[src/hdl/rspi_div.sv]
`default_nettype none
module rspi_div (
  input  logic               clk,
  input  logic               rst,
  input  logic               start,
  input  logic signed [49:0] dividend,
  input  logic signed [32:0] divisor,
  output logic               done,
  output logic signed [50:0] quotient
);

  logic        busy;
  logic [5:0]  step;
  logic        neg;
  logic [49:0] acc;
  logic [32:0] dsr;
  logic [32:0] rem;
  logic [33:0] rem_sh;
  logic        ge;

  assign rem_sh   = {rem, acc[49]};
  assign ge       = rem_sh >= {1'b0, dsr};
  assign quotient = neg ? -$signed({1'b0, acc}) : $signed({1'b0, acc});

  // Restoring division on magnitudes; the quotient bits shift into acc.
  always_ff @(posedge clk) begin
    if (rst) begin
      busy <= 1'b0;
      done <= 1'b0;
    end else begin
      done <= 1'b0;
      if (start) begin
        busy <= 1'b1;
        step <= '0;
        neg  <= dividend[49] ^ divisor[32];
        acc  <= dividend[49] ? 50'(-dividend) : 50'(dividend);
        dsr  <= divisor[32] ? 33'(-divisor) : 33'(divisor);
        rem  <= '0;
      end else if (busy) begin
        rem  <= ge ? 33'(rem_sh - {1'b0, dsr}) : 33'(rem_sh);
        acc  <= {acc[48:0], ge};
        step <= step + 6'd1;
        if (step == 6'd49) begin
          busy <= 1'b0;
          done <= 1'b1;
        end
      end
    end
  end

endmodule
`default_nettype wire

[config.mk]
export PLATFORM = sky130hd
export DESIGN_NAME = rspi_div
export DESIGN_NICKNAME = d
export VERILOG_FILES = /design/src/hdl/rspi_div.sv
export SDC_FILE = /design/constraint.sdc
export NUM_CORES = 1
export LEC_CHECK = 0
export BUFFER_PORTS_ARGS = -buffer_cell sky130_fd_sc_hd__buf_4
export CAP_MARGIN = 20
export CORE_MARGIN = 2
export CORE_UTILIZATION = 53
export CTS_BUF_LIST = sky130_fd_sc_hd__clkbuf_8 sky130_fd_sc_hd__clkbuf_16
export CTS_CLUSTER_DIAMETER = 100
export CTS_CLUSTER_SIZE = 8
export DETAILED_ROUTE_END_ITERATION = 16
export PLACE_DENSITY = 0.8
export RECOVER_POWER = 100
export SYNTH_ARGS = -nofsm -noshare
export SYNTH_HDL_FRONTEND = slang
export SYNTH_SLANG_ARGS = --single-unit
[constraint.sdc]
create_clock -name clk -period 4.86 [get_ports clk]
set_input_delay 0.486 -clock clk [delete_from_list [all_inputs] [get_ports clk]]
set_output_delay 0.486 -clock clk [all_outputs]
set_load 0.005 [all_outputs]
==> results of run 1 <==
[worst register-to-register path: stages (launching register included)]
cell	delay (ns)
edfxtp_1	0.46
inv_1	0.13
ha_1	0.17
inv_1	0.06
fa_1	0.41
a211oi_1	0.44
o21ai_0	0.22
a211oi_1	0.27
a211o_1	0.17
a211o_1	0.14
nand2_1	0.34
clkbuf_1	0.55
o311ai_0	0.30
o32ai_1	0.14
[per-stage QoR]
step | worst slack, ns | hold WS (ns)
2_1_floorplan | 1.04 | 0.458
6_report | 0.460 | 0.326
3_3_place_gp | 1.27 | 0.527
5_1_grt | 0.291 | 0.308
3_5_place_dp | 1.10 | 0.525
4_1_cts | 0.639 | 0.288
[metal layers]
| layer | up-vias | wire length, um | part of all wire, % | track usage [%] |
|---|---|---|---|---|
| met1 | 4112 | 11100 | 44 | 36.8 |
| met4 | 0 | 692 | 2.8 | 9.61 |
| met3 | 63 | 1930 | 7.7 | 4.16 |
| li1 | 4156 | - | - | - |
| met5 | - | 0 | 0 | 0 |
| met2 | 419 | 11400 | 45 | 39.8 |
[Yosys cell counts (3+ instances only)]
master / n
nand4_1: 11
xor2_1: 54
a21oi_1: 110
or4_1: 17
xnor2_1: 92
nor4_1: 14
nand2_1: 99
clkbuf_1: 37
ha_1: 38
nand2b_1: 14
or4_4: 5
nand4b_1: 3
buf_1: 3
o21bai_1: 6
o21ai_0: 60
and3_1: 3
nor2_1: 90
or3b_2: 4
o41ai_1: 22
nand3_1: 28
o31ai_1: 41
or2_2: 7
nor2b_1: 6
o21a_1: 9
and2_1: 3
or3_1: 19
o311ai_0: 3
a21o_1: 12
nor3_1: 15
mux2i_1: 3
edfxtp_1: 123
inv_1: 54
o211ai_1: 5
a211oi_1: 9
a211o_1: 5
[registers in the layout, indices dropped and copies added (netlist names)]
register / count
acc: 50
step: 6
done: 1
rem: 33
neg: 1
dsr: 33
busy: 1
[final timing paths]
kind	to	cells after the start	start	slack, ns
max	quotient[47]	8	acc[6]	0.46
min	done	2	rst	0.33
max reg2reg	rem[28]	13	acc[49]	0.74
min reg2reg	done	1	busy	0.54
[layout make-up]
class                           instances  area, sq um  area share, %
Sequential cell                       125         3730           33.0
Clock inverter                         15          180           1.59
Timing Repair Buffer                  144         1040           9.22
Tap cell                              229          287           2.53
Clock buffer                           17          425           3.76
Inverter                               55          206           1.83
Multi-Input combinational cell        835         5440           48.1
[logic make-up after synthesis]
logic type	synth area share, %
buf+inv	3.82
fa+ha+maj	5.19
simple gates	18.2
flops	39.1
compound gates	19.8
xor+xnor	13.4
mux	0.472
[where the power goes]
part	internal, mW	switching [mW]	leakage [nW]
clock network	0.846	0.478	0.294
logic	0.447	0.574	2.76
registers	1.31	0.0685	1.19
==> metrics, run 1 <==
status complete, but fails checks; failing checks max-capacitance violations, max-slew violations; slowest stage delay, CP 0.62 ns; P&R area growth vs syn 18.6%; non-filler cells, final 1420; Post-Route WL 25.1 mm; Final period util 90.5%; GP Congestion 0.903; ANT cells 0; Req. time, crit path 4.37 ns; dpl hpwl 18.4 mm; leakage power 4.24 nW; largest net degree at the start of global routing 100; Most used DFF post-synth edfxtp_1; Vias/cell 6.16; Yosys top cell area share 38.7%; post-placement cell count 1388; fmax 227 MHz; Post-Syn Nets 1181; Crit path buffers/inverters 1; CTS tree done; # nets final 1303; Ys Warns 0; critical path, cell by cell or4_1 > nor4_1 > nand3b_1 > or4_4 > or2_2 > o41ai_1 > xnor2_1 > clkbuf_4; power per cell area 329 nW/um^2; Routed Antenna Nets 0; Total GRT Usage 25.8%; First-pass DRT Iterations 6; CTS clk-pin slew, worst paths 0.05 ns; initial DRC count 885; Top delay family on crit path simple AND/OR/NAND/NOR gates; Std-Cell Rows 49; max_cap viols 5; initial antenna violation count 0; post-route minimum period 4.40 ns; CP Data Arrival Time 3.91 ns; Slew Limit Fails 283; setup TNS 0 ns; final hold violation count 0; I/O pin cnt 138; first-pass GRT wire length 40.4 mm; Setup-failing EPs final 0; root buf cell clkbuf_16; RSZ-0062 raised after global routing false; number of buffers created by CTS 17; worst slew pin tran 2.22 ns; postcts setup bufs 0; count of distinct cell types in the synthesized netlist 61; Netlist Area Pre-Place 9540 sq um; Die Y 138 um; Post-synth EDFFs 123; vias in the first global route 7945; Synth area leader edfxtp_1; Tot Pwr 3.72 mW; post-route DRC violation count 0; cells after synthesis 1056; detailed-route via count 8750; commonest non-fill, non-tap cell in the layout edfxtp_1; initial core utilization 53.5%; post-CTS sizing 0; Sink Count 125; Worst Hold Class input port to flip-flop; clk buf depth 2; clk_lat worst skew 0.42 ns; sequential share of the synthesized area 39.1%; Final Util 63.4%; Async SR Flop Fraction 0%; CP startpoint kind flip-flop; die area 19100 sq um; Die X 138 um; layout cells sized above 1 15.1%; Crit. End Element output port; synth top area cells edfxtp_1 39%, xnor2_1 8.4%, a21oi_1 5.8%; fill count 1471; commonest cells after routing, fill and taps aside 123 x edfxtp_1, 110 x a21oi_1, 99 x nand2_1; global route overflow 0; floorplan core area 17800 sq um; CTS Hold Bufs 0; routed len/inst 17.7 um; Crit Path Category flip-flop to output port; Synth Area per Inst 9.04 sq um; Port Buf Inserts 137; crit path max fanout 6; DP Area 10800 sq um; highest-delay cell along the critical path or4_1; H-tree depth 4; Slew HR -48.0%; Setup Skew 0.00885 ns; Design Area, Final 11300 sq um; FF+latch count, synth 125; maximum vdd drop 0.242 mV
Power figures use the tool's default switching activity.
==> run 2, diff against run 1 <==
--- a/config.mk
+++ b/config.mk
@@ -13,7 +13,7 @@
 export CTS_CLUSTER_DIAMETER = 100
 export CTS_CLUSTER_SIZE = 8
 export DETAILED_ROUTE_END_ITERATION = 16
-export PLACE_DENSITY = 0.8
+export PLACE_DENSITY = 0.87
 export RECOVER_POWER = 100
 export SYNTH_ARGS = -nofsm -noshare
 export SYNTH_HDL_FRONTEND = slang
==> metrics, run 2 (synthesis results as in run 1) <==
status complete, but fails checks (unchanged); failing checks max-capacitance violations, max-slew violations (unchanged); fmax 226 MHz (was 227 MHz); dpl hpwl 19.1 mm (was 18.4 mm); power per cell area 319 nW/um^2 (was 329 nW/um^2); post-route DRC violation count 0 (unchanged); Largest Register acc (unchanged); # nets final 1305 (was 1303); clk buf depth 2 (unchanged); highest-delay cell along the critical path or4_1 (unchanged); fill count 1439 (was 1471); routed len/inst 18.1 um (was 17.7 um); leakage power 4.23 nW (was 4.24 nW); Std-Cell Rows 49 (unchanged); Req. time, crit path 4.37 ns (about the same); commonest non-fill, non-tap cell in the layout edfxtp_1 (unchanged); biggest regs acc x50, dsr x33, rem x33 (unchanged); First-pass DRT Iterations 5 (was 6); CTS Hold Bufs 0 (unchanged); Post-Route WL 25.7 mm (was 25.1 mm); ANT cells 0 (unchanged); Final Util 63.1% (was 63.4%); first-pass GRT wire length 41.9 mm (was 40.4 mm); RSZ-0062 raised after global routing false (unchanged); initial core utilization 53.5% (unchanged); P&R area growth vs syn 18.0% (was 18.6%); GP Congestion 0.972 (was 0.903); Crit. End Element output port (unchanged); initial antenna violation count 0 (unchanged); critical path, cell by cell or4_1 > nor4_1 > nand3b_1 > or4_1 > or2_2 > o41ai_1 > xnor2_1 > buf_4 (was or4_1 > nor4_1 > nand3b_1 > or4_4 > or2_2 > o41ai_1 > xnor2_1 > clkbuf_4); Die X 138 um (unchanged); setup TNS 0 ns (unchanged); postcts setup bufs 0 (unchanged); CP startpoint kind flip-flop (unchanged); Setup Skew 0.00895 ns (was 0.00885 ns); floorplan core area 17800 sq um (unchanged); initial DRC count 1025 (was 885); detailed-route via count 8820 (was 8750); post-route minimum period 4.42 ns (was 4.40 ns); Total GRT Usage 26.7% (was 25.8%); number of buffers created by CTS 17 (unchanged); Port Buf Inserts 137 (unchanged); Setup-failing EPs final 0 (unchanged); pre-CTS setup slack 1.13 ns (was 1.10 ns); final hold violation count 0 (unchanged); Slew Limit Fails 196 (was 283); Final period util 91.0% (was 90.5%); max_cap viols 3 (was 5); slowest stage delay, CP 0.66 ns (was 0.62 ns); Largest register FFs 50 (unchanged); CTS clk-pin slew, worst paths 0.05 ns (about the same); R2R Setup Slk 0.61 ns (was 0.74 ns); maximum vdd drop 0.264 mV (was 0.242 mV); global route overflow 0 (unchanged); CTS tree done (unchanged); root buf cell clkbuf_16 (unchanged); Final WS setup 0.440 ns (was 0.460 ns); Design Area, Final 11300 sq um (about the same); DP Area 10800 sq um (about the same); vias in the first global route 8466 (was 7945); Slew HR -37.7% (was -48.0%); clk_lat worst skew 0.42 ns (about the same); CP Data Arrival Time 3.93 ns (was 3.91 ns); largest net degree at the start of global routing 105 (was 100); Sink Count 125 (unchanged); layout cells sized above 1 14.9% (was 15.1%); post-CTS sizing 0 (unchanged); Crit Path Category flip-flop to output port (unchanged); H-tree depth 4 (unchanged); Vias/cell 6.21 (was 6.16); Worst Hold Class input port to flip-flop (unchanged); commonest cells after routing, fill and taps aside 123 x edfxtp_1, 110 x a21oi_1, 99 x nand2_1 (unchanged); I/O pin cnt 138 (unchanged); Most common cell on crit path or4_1; Routed Antenna Nets 0 (unchanged); Post-Route Hold Slack 0.271 ns (was 0.326 ns); crit path max fanout 6 (unchanged); die area 19100 sq um (unchanged); worst slew pin tran 2.07 ns (was 2.22 ns); Die Y 138 um (unchanged)
==> run 2: cell types whose count changed in the layout (fill, tap and decap cells not counted), sizes merged <==
cell	previous run	this run
bufinv	4	2
clkbuf	72	74
clkinvlp	3	1
clkinv	7	8
inv	56	57
==> run 2: worst max-delay path, delay by kind of cell, from the launching register on <==
| family | cells | cell delay (ns) |
|---|---|---|
| compound gates | 1 | 0.45 |
| xor+xnor | 1 | 0.17 |
| buf+inv | 1 | 0.13 |
| flops | 1 | 0.45 |
| simple gates | 5 | 2.32 |
==> run 2: layout make-up <==
class	count	area, sq um	area share, %
clock buffer	17	425	3.78
clock inverter	13	111	0.989
inverter	55	206	1.83
multi-input combinational	835	5430	48.2
sequential	125	3730	33.2
tap	229	287	2.54
timing repair buffer	146	1070	9.47
==> run 2: power breakdown <==
part / switching (mW) / internal [mW]
Clock: 0.447 / 0.732
Combinational: 0.583 / 0.447
Sequential: 0.0758 / 1.31
Total: 1.11 / 2.49
==> run 2: path summary, 6_finish.rpt <==
kind | start | end | depth (start not counted)
max | acc[5] | quotient[47] | 8
min | rst | done | 2
max reg2reg | acc[49] | rem[1] | 13
min reg2reg | busy | done | 1
==> run 2: layer usage <==
layer | up-vias | part of all wire [%] | track usage, %
met5 | - | 0 | 0
met4 | 0 | 3.0 | 11.3
met3 | 66 | 8.2 | 5.26
met2 | 443 | 48 | 43.6
met1 | 4165 | 41 | 35.1
li1 | 4146 | - | -
==> run 2: through the flow <==
| step | instances | power [mW] |
|---|---|---|
| finish | 1420 | 3.60 |
| global route | 1420 | 3.75 |
| CTS | 1419 | 3.58 |
| detailed placement | 1389 | 2.42 |
| global placement | 1389 | 2.38 |
| floorplan | 1056 | 2.05 |
