$ cat config.mk
export PLATFORM = sky130hd
export DESIGN_NAME = rspi_sqrt
export DESIGN_NICKNAME = d
export VERILOG_FILES = /design/src/hdl/rspi_sqrt.sv
export SDC_FILE = /design/constraint.sdc
export NUM_CORES = 1
export LEC_CHECK = 0
export BUFFER_PORTS_ARGS = -buffer_cell sky130_fd_sc_hd__buf_2
export CAP_MARGIN = 25
export CORE_MARGIN = 1
export CORE_UTILIZATION = 60
export DETAILED_ROUTE_END_ITERATION = 12
export PLACE_DENSITY = 0.82
export REMOVE_ABC_BUFFERS = 1
export SLEW_MARGIN = 20
export SYNTH_ARGS = -nofsm -noshare
export SYNTH_HDL_FRONTEND = slang
export SYNTH_SLANG_ARGS = --single-unit
$ cat constraint.sdc
create_clock -name clk -period 10.8 [get_ports clk]
set_clock_uncertainty 0.2 [all_clocks]
set_input_delay 0.54 -clock clk [delete_from_list [all_inputs] [get_ports clk]]
set_output_delay 0.54 -clock clk [all_outputs]
set_load 0.05 [all_outputs]
$ cat src/hdl/rspi_sqrt.sv
`default_nettype none
module rspi_sqrt (
  input  logic        clk,
  input  logic        rst,
  input  logic        start,
  input  logic [63:0] radicand,
  output logic        done,
  output logic [31:0] root
);

  logic        busy;
  logic [4:0]  step;
  logic [63:0] n;
  logic [33:0] rem;
  logic [35:0] rem_sh;
  logic [35:0] trial;
  logic        ge;

  assign rem_sh = {rem, n[63:62]};
  assign trial  = {2'b00, root, 2'b01};
  assign ge     = rem_sh >= trial;

  always_ff @(posedge clk) begin
    if (rst) begin
      busy <= 1'b0;
      done <= 1'b0;
    end else begin
      done <= 1'b0;
      if (start) begin
        busy <= 1'b1;
        step <= '0;
        n    <= radicand;
        rem  <= '0;
        root <= '0;
      end else if (busy) begin
        rem  <= ge ? 34'(rem_sh - trial) : 34'(rem_sh);
        root <= {root[30:0], ge};
        n    <= {n[61:0], 2'b00};
        step <= step + 5'd1;
        if (step == 5'd31) begin
          busy <= 1'b0;
          done <= 1'b1;
        end
      end
    end
  end

endmodule
`default_nettype wire

==> results of run 1 <==
## cell families (layout without fill, tap and decap cells)
logic type / count (synthesis) / count (layout) / synth area share
flops: 137 / 137 / 0.540
buf+inv: 66 / 177 / 0.0384
fa+ha+maj: 36 / 36 / 0.0594
xor+xnor: 30 / 30 / 0.0346
compound gates: 104 / 104 / 0.100
mux: 85 / 85 / 0.122
simple gates: 170 / 170 / 0.105
## per-layer routing
| metal | up-vias | global-route usage |
|---|---|---|
| li1 | 2498 | - |
| met1 | 2436 | 0.293 |
| met2 | 158 | 0.398 |
| met3 | 22 | 0.0625 |
| met4 | 0 | 0.108 |
| met5 | - | 0 |
## state kept, by name (all words and copies together) (netlist names)
signal	flops
rem	34
done	1
root	32
step	5
n	64
busy	1
## power by group
| group | internal (mW) | total (mW) | switching (mW) |
|---|---|---|---|
| sequential | 0.643 | 0.660 | 0.0178 |
| clock | 0.310 | 0.521 | 0.212 |
| combinational | 0.150 | 0.365 | 0.215 |
## synthesized netlist by cell type, types with 3 or more instances
| cell | number | area, um2 |
|---|---|---|
| a21o_1 | 15 | 113 |
| or3_1 | 4 | 25.0 |
| nand2_1 | 18 | 67.6 |
| nor2b_1 | 7 | 43.8 |
| nor3_1 | 13 | 65.1 |
| o21ai_1 | 3 | 15.0 |
| ha_1 | 36 | 450 |
| and2_1 | 5 | 31.3 |
| xor2_1 | 11 | 96.3 |
| a21oi_1 | 30 | 150 |
| or2_2 | 6 | 37.5 |
| mux2_2 | 62 | 698 |
| nand3_1 | 10 | 50.1 |
| a31oi_1 | 5 | 31.3 |
| a211oi_1 | 8 | 60.1 |
| buf_2 | 3 | 15.0 |
| edfxtp_1 | 135 | 4050 |
| xnor2_1 | 19 | 166 |
| nor2_1 | 88 | 330 |
| o21ai_0 | 5 | 25.0 |
| buf_4 | 3 | 22.5 |
| o21a_1 | 4 | 30.0 |
| and3_1 | 3 | 18.8 |
| inv_1 | 43 | 161 |
| clkbuf_1 | 14 | 52.6 |
| nand4_1 | 4 | 25.0 |
| o21bai_1 | 5 | 37.5 |
| mux2i_1 | 23 | 230 |
## layout by cell type (no fill, tap or decap), drive strengths merged, types with 19 or more instances in the layout
cell	Yosys	final
mux2i	23	23
clkbuf	15	20
mux2	62	62
ha	36	36
nor2	88	88
xnor2	19	19
inv	43	43
buf	8	103
edfxtp	135	135
a21oi	32	32
## worst max-delay path: cells and delay by family (launching register included)
family / cells / cell delay (ns)
muxes: 1 / 0.25
AOI/OAI and AO/OA: 5 / 1.50
adders and majority gates: 1 / 0.43
DFF: 1 / 0.41
and+or+nand+nor: 3 / 0.52
buffers and inverters: 1 / 0.45
## final cells by class
type                       count  share of cell area
inverter                      43              0.0185
clock inverter                11             0.00947
tap                          168              0.0241
sequential                   137               0.469
multi-input combinational    425               0.368
timing repair buffer         103              0.0605
clock buffer                  20              0.0501
## how the worst min path moves through the flow
stage | startpoint | endpoint | cells past startpoint
5_1_grt | rst | busy | 2
3_5_place_dp | busy | done | 1
2_1_floorplan | busy | done | 1
4_1_cts | rst | busy | 2
6_report | rst | busy | 2
3_3_place_gp | busy | done | 1
## metrics by stage
| step | area [um2] | hold WS (ns) | std cells |
|---|---|---|---|
| floorplan | 7460 | 0.271 | 605 |
| global placement | 8200 | 0.280 | 876 |
| detailed placement | 8200 | 0.294 | 876 |
| CTS | 8720 | 0.130 | 907 |
| global route | 8720 | 0.153 | 907 |
| finish | 8720 | 0.148 | 907 |
==> impl_metrics.csv, run 1 <==
group,metric,value,unit
sta,slew_headroom,0.375,
sta,fin_crit,4.06,ns
final_layout,multi_input_area,3210,um2
detailed_routing,wl_met3,943,um
critical_path,required,10.73,ns
die,core_area,12200,um2
detailed_routing,wl_met1,6250,um
place,post-place-ws,6.86,ns
sta,fin_tns_setup,0,ns
yosys,ys_async_sr_fraction,0,
pwr,ir_worst_vdd,0.000110,V
grt,grt_pass1_wl,24100,um
critical_path,start_kind,"register",
sta,worst_slack,6.74,ns
pwr,total_power,1.55,mW
grt,grt_pass1_vias,5154,
sta,final.period_utilization,0.376,
critical_path,path_max_fanout,23,
final_layout,nFillCells,880,
detailed_routing,viasPerCell,5.64,
clock_tree,post-cts-setup-buffers,0,
critical_path,critPathLaunch,"rem[13]",
clock_tree,cts_buffer_depth,2,
detailed_routing,drc,0,
pwr,p_leak,3.63,nW
critical_path,crit_type,"reg2reg",
run_status,status,"complete, no violations",
detailed_routing,num_vias,5114,
clock_tree,clockRootBuffer,"clkbuf_16",
grt,overflow,0,
critical_path,reg2reg_depth,11,
sta,fmaxAchievable,246,MHz
die,die_h,114,um
grt,antenna_found_initial,0,
clock_tree,cts_buffers,17,
critical_path,crit_chain,"ha_1 -> nand2_1 -> o21ai_1 -> a31oi_1 -> or2_2 -> a31oi_1 -> o31ai_4 -> a21oi_4 -> buf_4 -> mux2i_1 -> nor2_1",
die,rows,40,
sta,hold_viol_final,0,
yosys,netlist_area,7590,um2
final_layout,drive_above_1_share,0.284,
detailed_routing,met2_length,7270,um
critical_path,endpoint,"rem[10]",
place,dp_hpwl,9870,um
critical_path,cp_slowest_stage_delay,0.64,ns
yosys,syn_inst,628,
yosys,yosysSeqAreaShare,0.540,
pwr,powerDensity,177,nW/um2
detailed_routing,top_layer,"met4",
yosys,synth_edf_count,135,
detailed_routing,detail-route-antenna-nets,0,
critical_path,critPathMostFrequentCell,"a31oi_1",
place,gp_congestion,0.889,
final_layout,nets,830,
final_layout,seq_area,4090,um2
critical_path,cp_slowest_cell,"a21oi_4",
final_layout,fin_util,0.717,
final_layout,syn_to_final_growth,15.0,%
die,die_area,13100,um2
clock_tree,clock_sinks,137,
critical_path,timing.rr.start,"rem[13]",
place,io_buffers,99,
run,maxCapViolCount,0,
clock_tree,ctsResizeCount,0,
yosys,ys_ff_latch,137,
grt,grt.total_usage,0.239,
die,initial_core_util,0.624,
critical_path,crit_arrival,4.00,ns
clock_tree,htree_levels,4,
clock_tree,clk_latency,0.42,ns
sta,worst_pin_slew,0.937,ns
critical_path,r2r-end,"rem[10]",
grt,grt_max_degree,75,
detailed_routing,dr.pass1.iters,4,
detailed_routing,wl,14700,um
detailed_routing,drt_iter0_drc,410,
final_layout,diodes,0,
critical_path,reg2reg_setup_slack,6.74,ns
sta,rsz0062_at_grt,"no",
sta,setup_viol_count_final,0,
yosys,synth.avg_cell_area,12.1,um2
min_path,worst_hold_path_type,"in2reg",
die,fp.dieW,114,um
critical_path,cp-end-kind,"register",
clock_tree,path_clk_slew,0.05,ns
yosys,ys.warnings.count,0,
sta,drv_slew,0,
die,ios,100,
clock_tree,cts_tree,"built",
clock_tree,cts.hold.buffers_added,0,
yosys,synth_cell_types,67,
detailed_routing,wl_per_cell,16.2,um
yosys,synth-main-ff-cell,"edfxtp_1",
Note: power is estimated with default switching activity, not from simulation.
==> run 2: changes to the inputs <==
--- a/config.mk
+++ b/config.mk
@@ -8,9 +8,9 @@
 export BUFFER_PORTS_ARGS = -buffer_cell sky130_fd_sc_hd__buf_2
 export CAP_MARGIN = 25
 export CORE_MARGIN = 1
-export CORE_UTILIZATION = 60
+export CORE_UTILIZATION = 58
 export DETAILED_ROUTE_END_ITERATION = 12
-export PLACE_DENSITY = 0.82
+export PLACE_DENSITY = 0.8
 export REMOVE_ABC_BUFFERS = 1
 export SLEW_MARGIN = 20
 export SYNTH_ARGS = -nofsm -noshare
==> constraint.sdc (replaced) <==
create_clock -name clk -period 3.9 [get_ports clk]
set_clock_uncertainty 0.2 [all_clocks]
set_input_delay 0.195 -clock clk [delete_from_list [all_inputs] [get_ports clk]]
set_output_delay 0.195 -clock clk [all_outputs]
set_load 0.05 [all_outputs]
==> run 2 against run 1 <==
Effect of this change:
- largest cell class unchanged
- setup slack lost 6.4 ns
- non-clock buffer count grew 65
- power grew to 2.9 times the previous value
- maximum frequency is 15% higher
- combinational power increased to 3.0 times the previous value
- critical path type unchanged
- wire length grew 8.9%
- final cell count increased by 7.6%
- first-iteration DRC count shrank 15%
- clock power rose to 3.1 times the previous value
==> impl_metrics.csv, run 2 (synthesis gave the netlist of run 1 again) <==
group,metric,value,unit
run_status,status,"complete, no violations",
pwr,powerDensity,477,nW/um2
final_layout,regMostFlops,"n",
critical_path,path_max_fanout,14,
final_layout,syn_to_final_growth,25.0,%
die,die_area,13500,um2
grt,antenna_found_initial,0,
place,dp_hpwl,9730,um
place,gp_congestion,0.900,
die,ios,100,
clock_tree,path_clk_slew,0.06,ns
die,die_h,116,um
detailed_routing,detail-route-antenna-nets,0,
detailed_routing,dr.pass1.iters,5,
clock_tree,ctsResizeCount,0,
final_layout,layout_commonest_cell,"edfxtp_1",
clock_tree,clk_latency,0.42,ns
place,post-place-ws,0.410,ns
clock_tree,htree_levels,4,
critical_path,required,3.85,ns
sta,fmaxAchievable,284,MHz
die,core_area,12700,um2
sta,setup_viol_count_final,0,
sta,slew_headroom,0.521,
detailed_routing,wl_per_cell,16.4,um
grt,grt_max_degree,136,
detailed_routing,viasPerCell,5.55,
grt,overflow,0,
detailed_routing,wl,16000,um
sta,rsz0062_at_grt,"no",
critical_path,cp-end-kind,"register",
grt,grt.total_usage,0.250,
sta,final.period_utilization,0.904,
critical_path,crit_arrival,3.48,ns
die,initial_core_util,0.599,
grt,grt_pass1_wl,25600,um
detailed_routing,drc,0,
final_layout,reg_top3,"n x64, rem x34, root x32",
final_layout,nets,895,
final_layout,final_cell_mix,"135 x edfxtp_1, 98 x buf_2, 87 x nor2_1, 65 x dlygate4sd3_1, 62 x mux2_2",
clock_tree,clockRootBuffer,"clkbuf_16",
clock_tree,cts_buffer_depth,2,
clock_tree,cts_tree,"built",
grt,grt_pass1_vias,5374,
sta,whs,0.0803,ns
critical_path,crit_type,"reg2reg",
sta,worst_pin_slew,0.718,ns
die,fp.dieW,116,um
sta,hold_viol_final,0,
place,io_buffers,99,
detailed_routing,drt_iter0_drc,350,
final_layout,drive_above_1_share,0.266,
sta,fin_crit,3.53,ns
critical_path,start_kind,"register",
clock_tree,clock_sinks,137,
clock_tree,cts_buffers,17,
pwr,total_power,4.52,mW
sta,drv_slew,0,
pwr,ir_worst_vdd,0.000354,V
sta,worst_slack,0.374,ns
pwr,p_leak,3.94,nW
min_path,worst_hold_path_type,"in2reg",
die,rows,41,
final_layout,postLayoutCellArea,9480,um2
final_layout,largest_register_ffs,64,
final_layout,diodes,0,
run,maxCapViolCount,0,
detailed_routing,num_vias,5420,
place,dpl_cell_area,8250,um2
-- run 2: per-stage QoR --
step           instances   util  TNS, ns
2_1_floorplan        605      -  -398.57
3_5_place_dp         880  0.651        0
4_1_cts              976  0.748        0
3_3_place_gp         880  0.651        0
5_1_grt              976  0.748        0
6_report             976  0.748        0
-- run 2: per-layer routing --
layer / up-vias / GRT usage / part of all wire
li1: 2643 / - / -
met1: 2595 / 0.310 / 0.42
met2: 147 / 0.411 / 0.50
met3: 35 / 0.0680 / 0.053
met4: 0 / 0.115 / 0.021
met5: - / 0 / 0
-- run 2: layout make-up --
| type | count | area [um2] |
|---|---|---|
| Sequential cell | 137 | 4090 |
| Clock inverter | 12 | 151 |
| Multi-Input combinational cell | 425 | 3210 |
| Tap cell | 172 | 215 |
| Inverter | 43 | 161 |
| Fill cell | 821 | 3190 |
| Timing Repair Buffer | 168 | 1220 |
| Clock buffer | 19 | 433 |
-- run 2: power by group --
| group | leakage [nW] | switching, mW | total (mW) | internal [mW] |
|---|---|---|---|---|
| clock network | 0.273 | 0.614 | 1.61 | 0.998 |
| registers | 1.32 | 0.0502 | 1.83 | 1.78 |
| logic | 2.35 | 0.609 | 1.08 | 0.469 |
| total | 3.94 | 1.27 | 4.52 | 3.25 |
-- run 2: worst max-delay path, cell delays in order, from the launching register on --
cell and delay (ns):
edfxtp_1 0.40, ha_1 0.42, and3_1 0.20, and2_1 0.15, nor4b_2 0.32, nand3_1 0.12, a31oi_1 0.30, o31ai_4 0.13
a21oi_4 0.45, buf_4 0.29, mux2i_1 0.21, nor2_1 0.07
-- run 2: what timing repair did --
item | in CTS | in global routing
hold buffers | 65 | 0
endpoints found under the hold margin | 66 | 0
buffers inserted | 0 | 0
-- run 2: path summary, 6_finish.rpt --
| path | endpoint | depth (start not counted) | slack [ns] | from |
|---|---|---|---|---|
| max | rem[17] | 11 | 0.37 | rem[22] |
| min | root[31] | 2 | 0.08 | start |
| max reg2reg | rem[17] | 11 | 0.37 | rem[22] |
| min reg2reg | done | 1 | 0.32 | busy |
==> run 3: changes to the inputs <==
--- a/config.mk
+++ b/config.mk
@@ -11,7 +11,6 @@
 export CORE_UTILIZATION = 58
 export DETAILED_ROUTE_END_ITERATION = 12
 export PLACE_DENSITY = 0.8
-export REMOVE_ABC_BUFFERS = 1
 export SLEW_MARGIN = 20
 export SYNTH_ARGS = -nofsm -noshare
 export SYNTH_HDL_FRONTEND = slang
==> run 3 against run 2 <==
Effect of this change:
- setup slack gained 0.13 ns
- sequential share of layout area shrank 0.27 points
- sequential cell count is the same
- clock power grew 11%
- final cell count grew 0.31%
- critical endpoint is now rem[22]
- largest power group unchanged
- highest routed layer unchanged
==> impl_metrics.csv, run 3 (synthesis gave the netlist of run 1 again) <==
group,metric,value,unit
run_status,status,"complete, no violations",
final_layout,diodes,0,
place,io_buffers,99,
critical_path,path_max_fanout,5,
detailed_routing,drc,0,
place,dp_hpwl,10200,um
sta,rsz0062_at_grt,"no",
sta,worst_pin_slew,0.800,ns
grt,grt.total_usage,0.286,
detailed_routing,viasPerCell,5.78,
die,die_h,116,um
sta,fin_tns_setup,0,ns
grt,met2_usage,0.475,
clock_tree,htree_levels,4,
final_layout,drive_above_1_share,0.271,
clock_tree,cts_tree,"built",
final_layout,nFillCells,781,
grt,grt_use_met1,0.354,
clock_tree,path_clk_slew,0.07,ns
die,fp.dieW,116,um
final_layout,largest_register_ffs,64,
clock_tree,clock_sinks,137,
pwr,p_leak,3.99,nW
detailed_routing,wl,17800,um
critical_path,required,3.85,ns
clock_tree,cts.hold.buffers_added,65,
critical_path,start_kind,"register",
clock_tree,ctsResizeCount,0,
grt,antenna_found_initial,1,
sta,fmaxAchievable,294,MHz
clock_tree,cts_buffers,17,
die,core_area,12700,um2
detailed_routing,drt_iter0_drc,422,
critical_path,crit_arrival,3.35,ns
sta,slew_headroom,0.467,
final_layout,multi_input_area,3210,um2
sta,hold_viol_final,0,
clock_tree,clockRootBuffer,"clkbuf_16",
grt,busiest_layer,"met2",
final_layout,reg_top3,"n x64, rem x34, root x32",
die,ios,100,
critical_path,cp-end-kind,"register",
detailed_routing,wl_per_cell,18.2,um
clock_tree,post-cts-setup-buffers,0,
final_layout,seq_area,4090,um2
die,die_area,13500,um2
grt,grt_pass1_wl,28800,um
final_layout,regMostFlops,"n",
sta,drv_slew,0,
yosys,syn-num-nets,731,
place,gp_congestion,0.909,
sta,final.period_utilization,0.872,
detailed_routing,num_vias,5663,
grt,grt_max_degree,100,
die,initial_core_util,0.599,
grt,met3_usage,0.0867,
final_layout,layout_commonest_cell,"edfxtp_1",
die,rows,41,
grt,grt_pass1_vias,5772,
critical_path,crit_type,"reg2reg",
place,place_inst,882,
clock_tree,clk_latency,0.44,ns
run,maxCapViolCount,0,
detailed_routing,dr.pass1.iters,6,
grt,overflow,0,
sta,fin_crit,3.40,ns
sta,setup_viol_count_final,0,
clock_tree,cts_buffer_depth,2,
detailed_routing,detail-route-antenna-nets,0,
pwr,powerDensity,494,nW/um2
final_layout,instances_no_fill,979,
final_layout,nets,897,
pwr,ir_worst_vdd,0.000385,V
final_layout,syn_to_final_growth,25.7,%
min_path,worst_hold_path_type,"in2reg",
final_layout,final_cell_mix,"135 x edfxtp_1, 98 x buf_2, 87 x nor2_1, 65 x dlygate4sd3_1, 62 x mux2_2",
run 3: changes by cell type in the layout (fill, tap and decap cells not counted), sizes merged:
cell	delta
buf	+2
bufinv	+1
clkbuf	-2
clkinvlp	-3
inv	+5
run 3: worst paths after layout:
check	end	start	slack [ns]	depth (start not counted)
worst max-delay path	rem[22]	root[5]	0.50	12
worst min-delay path	root[6]	start	0.21	2
worst max register to register	rem[22]	root[5]	0.50	12
worst min register to register	done	busy	0.31	1
run 3: report_power, final:
group | switching [mW] | internal [mW]
Combinational | 0.620 | 0.470
Clock | 0.701 | 1.09
Sequential | 0.0556 | 1.78
run 3: per-stage QoR:
step / utilization / instance area [um2] / hold WS [ns] / total power [mW] / setup WS [ns]
5_1_grt: 0.753 / 9540 / 0.215 / 4.90 / 0.235
4_1_cts: 0.753 / 9540 / 0.201 / 4.67 / 0.591
3_5_place_dp: 0.651 / 8250 / 0.233 / 2.87 / 0.602
3_3_place_gp: 0.651 / 8250 / 0.228 / 2.83 / 0.667
2_1_floorplan: - / 7590 / 0.0743 / 2.65 / 0.463
6_report: 0.753 / 9540 / 0.206 / 4.71 / 0.499
run 3: routing by layer:
metal	share of wire	wire length, um
met5	0	0
met4	0.022	384
met3	0.074	1310
met2	0.50	8840
met1	0.41	7260
run 3: worst max-delay path, stage by stage (launching register included):
cell and delay [ns]:
edfxtp_1 0.42, inv_1 0.13, ha_1 0.30, a21o_1 0.23, a2111oi_0 0.48, nor3_1 0.18, o31ai_1 0.33, buf_4 0.19
a211o_1 0.12, a21oi_1 0.07, or3_1 0.30, nand3_1 0.08, a21oi_1 0.08
run 3: layout make-up:
type | instances | area share
Sequential cell | 137 | 0.429
Multi-Input combinational cell | 425 | 0.336
Timing Repair Buffer | 170 | 0.128
Clock buffer | 17 | 0.0446
Clock inverter | 15 | 0.0226
Tap cell | 172 | 0.0226
Inverter | 43 | 0.0169
